==> src/rtl/rsa_pkg.sv <==
package rsa_pkg;

    localparam int StackDepth = 256;
    localparam int PtrW = $clog2(StackDepth);
    localparam int WordW = 32;
    localparam int CmdW = 5;

    typedef enum logic [CmdW-1:0] {
        CMD_PUSH = 5'd0, CMD_ADD = 5'd1, CMD_SUB = 5'd2, CMD_MUL = 5'd3,
        CMD_DIV = 5'd4, CMD_MOD = 5'd5, CMD_INV = 5'd6, CMD_SHR = 5'd7,
        CMD_SHL = 5'd8, CMD_AND = 5'd9, CMD_OR = 5'd10, CMD_XOR = 5'd11,
        CMD_GT = 5'd12, CMD_LT = 5'd13, CMD_EQ = 5'd14, CMD_DROP = 5'd15,
        CMD_DUP = 5'd16, CMD_SWAP = 5'd17, CMD_PICK = 5'd18, CMD_PUT = 5'd19,
        CMD_POPW = 5'd20, CMD_POPB = 5'd21, CMD_POPS = 5'd22, CMD_POPBS = 5'd23,
        CMD_CLR = 5'd24
    } t_cmd;

    typedef enum logic [3:0] {
        ST_IDLE, ST_RD1, ST_RD2, ST_EXEC, ST_WR2, ST_PICK, ST_PUT, ST_DIV, ST_CLR, ST_OUT
    } t_state;

    typedef struct packed {
        logic              start;
        logic              want_mod;
        logic [WordW-1:0]  num;
        logic [WordW-1:0]  den;
    } t_div_req;

    typedef struct packed {
        logic              done;
        logic [WordW-1:0]  res;
    } t_div_rsp;

endpackage

==> src/rtl/rsa_div.sv <==
module rsa_div
    import rsa_pkg::*;
(
    input  logic     i_clk,
    input  logic     i_rst_n,
    input  t_div_req i_req,
    output t_div_rsp o_rsp
);

    logic              r_busy, n_busy;
    logic [5:0]        r_cnt, n_cnt;
    logic [WordW-1:0]  r_q, n_q, r_rem, n_rem, r_d, n_d;
    logic              r_nneg, n_nneg, r_qneg, n_qneg, r_mod, n_mod, r_done, n_done;
    logic [WordW-1:0]  r_res, n_res;
    logic [WordW:0]    w_trial;
    logic [WordW-1:0]  w_rs;

    always_comb begin
        n_busy = r_busy; n_cnt = r_cnt; n_q = r_q; n_rem = r_rem; n_d = r_d;
        n_nneg = r_nneg; n_qneg = r_qneg; n_mod = r_mod; n_done = 1'b0; n_res = r_res;
        w_rs = {r_rem[WordW-2:0], r_q[WordW-1]};
        w_trial = {1'b0, w_rs} - {1'b0, r_d};
        if (i_req.start) begin
            n_busy = 1'b1;
            n_cnt  = 6'd0;
            n_mod  = i_req.want_mod;
            n_nneg = i_req.num[WordW-1];
            n_qneg = i_req.num[WordW-1] ^ i_req.den[WordW-1];
            n_q    = i_req.num[WordW-1] ? -i_req.num : i_req.num;
            n_d    = i_req.den[WordW-1] ? -i_req.den : i_req.den;
            n_rem  = '0;
        end else if (r_busy) begin
            if (r_d == '0) begin
                n_busy = 1'b0; n_done = 1'b1; n_res = '0;
            end else if (r_cnt == 6'd32) begin
                n_busy = 1'b0; n_done = 1'b1;
                if (r_mod) n_res = r_nneg ? -r_rem : r_rem;
                else       n_res = r_qneg ? -r_q : r_q;
            end else begin
                n_cnt = r_cnt + 6'd1;
                if (!w_trial[WordW]) begin
                    n_rem = w_trial[WordW-1:0];
                    n_q   = {r_q[WordW-2:0], 1'b1};
                end else begin
                    n_rem = w_rs;
                    n_q   = {r_q[WordW-2:0], 1'b0};
                end
            end
        end
    end

    always_ff @(posedge i_clk) begin
        if (!i_rst_n) begin
            r_busy <= 1'b0;
            r_done <= 1'b0;
        end else begin
            r_busy <= n_busy;
            r_done <= n_done;
        end
        r_cnt <= n_cnt; r_q <= n_q; r_rem <= n_rem; r_d <= n_d; r_nneg <= n_nneg;
        r_qneg <= n_qneg; r_mod <= n_mod; r_res <= n_res;
    end

    assign o_rsp.done = r_done;
    assign o_rsp.res  = r_res;

    a_done_idle: assert property (@(posedge i_clk) disable iff (!i_rst_n)
        r_done |-> !r_busy) else $error("div done while busy");
    a_start_busy: assert property (@(posedge i_clk) disable iff (!i_rst_n)
        i_req.start |=> r_busy) else $error("div not busy after start");
    a_cnt_range: assert property (@(posedge i_clk) disable iff (!i_rst_n)
        r_busy |-> r_cnt <= 6'd32) else $error("div count overrun");

endmodule
==> config.mk <==
export PLATFORM = sky130hd
export DESIGN_NAME = rsa_div
export DESIGN_NICKNAME = d
export VERILOG_FILES = /design/src/rtl/rsa_pkg.sv /design/src/rtl/rsa_div.sv
export SDC_FILE = /design/constraint.sdc
export NUM_CORES = 1
export LEC_CHECK = 0
export BUFFER_PORTS_ARGS = -buffer_cell sky130_fd_sc_hd__buf_4
export CAP_MARGIN = 20
export CORE_ASPECT_RATIO = 0.75
export CORE_MARGIN = 2
export CORE_UTILIZATION = 60
export CTS_CLUSTER_DIAMETER = 60
export CTS_CLUSTER_SIZE = 10
export DETAILED_ROUTE_END_ITERATION = 8
export PLACE_DENSITY = 0.81
export SYNTH_ARGS = -nofsm -noshare
export SYNTH_HDL_FRONTEND = slang
export SYNTH_SLANG_ARGS = --single-unit
==> constraint.sdc <==
create_clock -name i_clk -period 3.7 [get_ports i_clk]
set_input_delay 0.555 -clock i_clk [delete_from_list [all_inputs] [get_ports i_clk]]
set_output_delay 0.555 -clock i_clk [all_outputs]
set_load 0.05 [all_outputs]
==> run_results.csv, run 1 <==
group,metric,value,unit
yosys,synth_area,9690,um2
power,p_switching,1.18,mW
timing,relSlewSlack,29.5,%
clocking,tritoncts,"done",
critical_path,worstSetupPathType,"register to register",
placement,numPortBuffers,100,
critical_path,required,3.97,ns
final_layout,multi_input_area,5570,um2
yosys,yosysWarningCount,0,
yosys,yosysTopAreaCellShare,30.7,%
timing,max_freq,0.278,GHz
yosys,synth_cell_types,64,
hold_path,min_path_cells,1,
placement,place_area,10700,um2
power,p_int,3.02,mW
critical_path,worstPathArrival,3.86,ns
yosys,synth_common_cells,"99 x edfxtp_1, 99 x nor2_1, 88 x nand2_1",
clocking,clkLatencyLatePin,0.43,ns
global_route,grt_max_degree,64,
floorplan,start_util,60.9,%
final_layout,fin_nets,1259,
final_layout,finalCoreUtilization,70.6,%
final_layout,final_area,11200,um2
power,ir_drop,0.302,mV
floorplan,die-area,17200,um2
placement,place_congestion,0.910,
final_layout,drive_gt1_share,14.8,%
global_route,grt-ovfl-total,0,
hold_path,min_path_type,"primary input to register",
final_layout,nFillCells,1233,
floorplan,placementRows,40,
clocking,numCtsBuffers,17,
timing,finalMaxSlewViolations,0,
power,power_frac_seq,45.1,%
placement,dp_slack,0.161,ns
timing,fin_crit_sh,97.1,%
timing,tns,0,ns
final_layout,syn_to_final_growth,16.0,%
detailed_routing,drt-pass1-iter-count,5,
timing,max_slew.worst_pin.slew,1.06,ns
detailed_routing,wl_per_cell,17.6,um
timing,finalSetupViolCount,0,
yosys,synth_largest_area_cell,"edfxtp_1",
power,p_leak,4.47,nW
yosys,netlist_instances,1062,
detailed_routing,wl_met1,10900,um
floorplan,fp.coreArea,15900,um2
detailed_routing,drcViolationCount,0,
detailed_routing,wl_met2,11500,um
power,power.clock.fraction,38.1,%
detailed_routing,via_per_inst,6.17,
detailed_routing,topRoutingLayerUsed,"met4",
power,power,4.20,mW
timing,fin_skew,0.00939,ns
global_route,grt_usage,29.1,%
clocking,clk_path_buf_depth,2,
yosys,postSynthAreaPerCell,9.12,um2
global_route,antenna_found_initial,1,
placement,dp.cells,1341,
floorplan,die_w,151,um
final_layout,stdcell_count,1376,
yosys,synth_fp_nets,1169,
floorplan,num_io_pins,101,
yosys,synth_seq_cells,139,
global_route,grt_pass1_vias,7861,
yosys,synth_area_leaders,"edfxtp_1 31%, dfxtp_1 8.3%, xnor2_1 7.2%",
power,power_density,373,nW/um2
critical_path,start_kind,"register",
detailed_routing,wirelength,24200,um
detailed_routing,vias,8489,
global_route,grt_pass1_wl,39400,um
critical_path,rrSetupSlack,0.11,ns
detailed_routing,route.met3.wl,1600,um
clocking,cts-root-buf,"clkbuf_16",
timing,holdWs,0.301,ns
timing,min_period,3.59,ns
critical_path,r2r_cells,9,
clocking,htree_levels,4,
clocking,clock-sinks,139,
final_layout,seqCellArea,3770,um2
power,p_sw_share,28.1,%
yosys,synthArstFlopShare,0,%
floorplan,die_h,114,um
detailed_routing,dr.first_iter.drc_count,632,
critical_path,worstPathMaxFanout,5,
yosys,ys_seq_area_share,39.0,%
yosys,synth-main-ff-cell,"edfxtp_1",
detailed_routing,postRouteAntennaNets,0,
clocking,hold_buffers,0,
yosys,synth_edf_count,99,
clocking,clk_pin_slew,0.06,ns
power,power.share.combinational,16.7,%
timing,hold_violations,0,
critical_path,crit_path_end_kind,"register",
placement,hpwl,17500,um
job,maxCapViolCount,0,
timing,worst_slack,0.107,ns
run_status,outcome,"finished clean",
## repair_timing
| item | 4_1_cts | 5_1_grt |
|---|---|---|
| endpoints found under the setup margin | 0 | 31 |
| setup buffers | 0 | 1 |
| gates resized for setup | 0 | 1 |
## layout make-up
type / count / share of cell area [%]
diodes: 1 / 0.0223
inverters: 53 / 1.77
flip-flops and latches: 139 / 33.6
repair buffers: 116 / 7.86
clock inverters: 12 / 0.902
clock buffers: 20 / 3.89
well taps: 210 / 2.34
multi-input cells: 825 / 49.6
## per-layer routing
metal	global-route usage [%]	vias up
met5	0	-
met4	7.54	0
met3	5.60	26
met2	46.3	286
met1	41.0	4087
li1	-	4090
## sequential cells by signal (all words and copies together), names as in the netlist
signal	count
r_d	32
r_busy	1
r_done	1
r_rem	32
r_nneg	1
r_res	32
r_cnt	6
r_q	32
r_mod	1
r_qneg	1
## path summary, 6_finish.rpt
path	from	to
max	r_q[2]	r_res[31]
min reg2reg	r_rem[31]	r_rem[31]
max reg2reg	r_q[2]	r_res[31]
min	i_req[64]	r_mod
## placed cells by master (no fill, tap or decap), drive strengths merged, types with 6 or more instances in the layout
cell type	count
inv	53
nand4	9
clkbuf	20
buf	116
mux2i	25
nand3	10
a21o	9
and2	6
edfxtp	99
clkinv	6
o41ai	18
nor3	15
xnor2	80
or2	6
nor2b	10
o31ai	40
or4	15
dfxtp	40
nand2b	14
o21ai	85
ha	38
a211oi	35
a32oi	9
nand2	88
a21oi	60
or3	22
xor2	69
nor2	99
nor4	12
## power groups by stage
stage	combinational (mW)	sequential, mW	clock [mW]
floorplan	0.507	1.88	0
global placement	0.676	1.92	0
detailed placement	0.690	1.92	0
CTS	0.698	1.89	1.61
global route	0.780	1.91	1.67
finish	0.702	1.89	1.60
## cells by family (layout without fill, tap and decap cells)
group                    count (synthesis)  after routing  synth area share [%]
AND/OR/NAND/NOR                        321            321                  16.3
AO/OA/AOI/OAI                          288            289                  19.4
XOR/XNOR                               149            149                  13.5
flip-flops                             139            139                  39.0
buffers and inverters                   99            201                  3.95
adder cells (fa/ha/maj)                 39             39                  5.12
multiplexers                            27             27                  2.82
other                                    0              1                     0
## critical path, cell delays in order (launching register included)
cell      delay, ns
edfxtp_1       0.46
or3_1          0.46
or3b_1         0.50
or3_4          0.40
or4_4          0.47
or2_4          0.27
o31ai_2        0.36
xnor2_1        0.20
nor2_1         0.08
a211oi_1       0.22
(Power assumes the default switching activity.)
==> run 2: changes to the inputs <==
--- a/config.mk
+++ b/config.mk
@@ -9,11 +9,11 @@
 export CAP_MARGIN = 20
 export CORE_ASPECT_RATIO = 0.75
 export CORE_MARGIN = 2
-export CORE_UTILIZATION = 60
+export CORE_UTILIZATION = 50
 export CTS_CLUSTER_DIAMETER = 60
 export CTS_CLUSTER_SIZE = 10
 export DETAILED_ROUTE_END_ITERATION = 8
-export PLACE_DENSITY = 0.81
+export PLACE_DENSITY = 0.69
 export SYNTH_ARGS = -nofsm -noshare
 export SYNTH_HDL_FRONTEND = slang
 export SYNTH_SLANG_ARGS = --single-unit
==> constraint.sdc (replaced) <==
create_clock -name i_clk -period 3.5 [get_ports i_clk]
set_input_delay 0.525 -clock i_clk [delete_from_list [all_inputs] [get_ports i_clk]]
set_output_delay 0.525 -clock i_clk [all_outputs]
set_load 0.05 [all_outputs]
==> run 2 against run 1 <==
Effect of this change: cell count increased by 3.5%; wire length decreased by 3.7%; worst hold slack got worse by 0.012 ns; largest cell class unchanged; global-route usage decreased by 5.7 points; via count decreased by 3.6%; fmax increased by 5.7%; critical path type unchanged; highest routed layer unchanged.
==> run_results.csv, run 2 (synthesis gave the netlist of run 1 again) <==
group,metric,value,unit
run_status,outcome,"finished clean",
floorplan,placementRows,44,
placement,numPortBuffers,100,
critical_path,cp_cell_sequence,"or3_1 > or4_4 > or3_4 > or4_4 > or2_4 > o31ai_4 > xnor2_1 > nor2_1 > a211oi_1",
detailed_routing,wl_per_cell,16.4,um
global_route,antenna_found_initial,0,
critical_path,r2r_start,"r_q[9]",
timing,max_slew.worst_pin.slew,0.932,ns
detailed_routing,dr.first_iter.drc_count,627,
clocking,htree_levels,4,
power,ir_drop,0.258,mV
final_layout,syn_to_final_growth,17.9,%
power,p_leak,4.55,nW
power,p_sw_share,26.8,%
power,power_density,409,nW/um2
detailed_routing,wirelength,23300,um
placement,place_area,10800,um2
timing,worst_slack,0.100,ns
clocking,clkLatencyLatePin,0.43,ns
timing,fin_skew,0.00760,ns
clocking,clk_pin_slew,0.06,ns
critical_path,cp-startpoint,"r_q[9]",
detailed_routing,drt-pass1-iter-count,5,
placement,place_congestion,0.901,
job,maxCapViolCount,0,
floorplan,die-area,20500,um2
floorplan,num_io_pins,101,
placement,hpwl,17400,um
final_layout,stdcell_count,1424,
critical_path,worstPathArrival,3.67,ns
hold_path,min_path_cells,1,
timing,relSlewSlack,37.9,%
floorplan,die_h,125,um
global_route,grt_usage,23.3,%
critical_path,start_kind,"register",
clocking,tritoncts,"done",
final_layout,final_area,11400,um2
clocking,clk_path_buf_depth,2,
timing,rsz0062_at_grt,"false",
floorplan,fp.coreArea,19200,um2
power,p_switching,1.25,mW
floorplan,die_w,165,um
clocking,hold_buffers,0,
global_route,grt-ovfl-total,0,
detailed_routing,vias,8180,
final_layout,drive_gt1_share,15.5,%
critical_path,worstSetupPathType,"register to register",
critical_path,slowest_stage,"or4_4",
final_layout,fin_nets,1265,
critical_path,max_stage_delay,0.46,ns
placement,dp.cells,1391,
final_layout,finalCoreUtilization,59.6,%
final_layout,final_common_cell,"buf_4",
hold_path,worstHoldStart,"i_req[64]",
timing,fin_crit_sh,97.1,%
power,power_frac_seq,42.7,%
global_route,use_met3,3.33,%
global_route,grt_max_degree,70,
floorplan,start_util,50.6,%
power,power,4.67,mW
timing,max_freq,0.294,GHz
detailed_routing,drcViolationCount,0,
timing,min_period,3.40,ns
global_route,grt_pass1_wl,38200,um
timing,finalMaxSlewViolations,0,
global_route,grt_pass1_vias,7617,
power,power.share.combinational,16.0,%
clocking,clock-sinks,139,
critical_path,r2r_cells,9,
power,power.clock.fraction,41.3,%
critical_path,cp_common_cell,"or4_4",
detailed_routing,via_per_inst,5.74,
clocking,cts-root-buf,"clkbuf_16",
hold_path,hold_end,"r_mod",
final_layout,num_antenna_cells,0,
global_route,use_met2,35.5,%
power,p_int,3.41,mW
critical_path,crit_path_end_kind,"register",
critical_path,rrSetupSlack,0.10,ns
critical_path,required,3.77,ns
hold_path,min_path_type,"primary input to register",
global_route,grt_busiest_layer,"met2",
critical_path,worstPathMaxFanout,5,
critical_path,rr_endpoint,"r_res[31]",
clocking,numCtsBuffers,17,
timing,finalSetupViolCount,0,
detailed_routing,postRouteAntennaNets,0,
timing,hold_violations,0,
global_route,grt.met1_usage,35.0,%
placement,dp_slack,-0.00109,ns
final_layout,most-common-layout-cells,"122 x buf_4, 99 x edfxtp_1, 96 x nor2_1",
[run 2: critical path: cells and delay by family (launching register included)]
family	cells	cell delay, ns
AND/OR/NAND/NOR	6	2.12
AO/OA/AOI/OAI	2	0.49
flip-flops	1	0.44
XOR/XNOR	1	0.19
[run 2: per-stage QoR]
stage	TNS [ns]	hold WS [ns]
3_3_place_gp	0	0.491
3_5_place_dp	-0.00109	0.486
2_1_floorplan	0	0.456
5_1_grt	0	0.275
4_1_cts	0	0.272
6_report	0	0.289
[run 2: area by class of cell]
class	count	area [um2]
fill	1660	7740
multi-input combinational	824	5570
sequential	139	3770
timing repair buffer	123	936
clock buffer	17	425
tap	253	317
inverter	53	199
clock inverter	15	196
[run 2: worst max-delay path by stage]
| stage | end | slack, ns | cells past startpoint |
|---|---|---|---|
| floorplan | r_rem[29] | 0.39 | 13 |
| global placement | r_res[31] | 0.03 | 9 |
| detailed placement | r_res[31] | -0.001 | 9 |
| CTS | r_res[31] | 0.001 | 9 |
| global route | r_rem[12] | 0.009 | 14 |
| finish | r_res[31] | 0.10 | 9 |
[run 2: power by group through the flow]
stage	sequential [mW]	clock, mW	combinational [mW]
2_1_floorplan	1.98	0	0.536
3_3_place_gp	2.02	0	0.730
3_5_place_dp	2.03	0	0.736
4_1_cts	1.99	1.96	0.741
5_1_grt	2.01	2.02	0.835
6_report	1.99	1.93	0.745
[run 2: timing repair]
item	CTS	global route
setup buffers	0	1
endpoints found under the setup margin	0	35
gates resized for setup	0	4
[run 2: layer usage]
layer	vias up	share of wire [%]
li1	4094	-
met1	3898	50
met2	162	45
met3	26	3.9
met4	0	1.3
met5	-	0
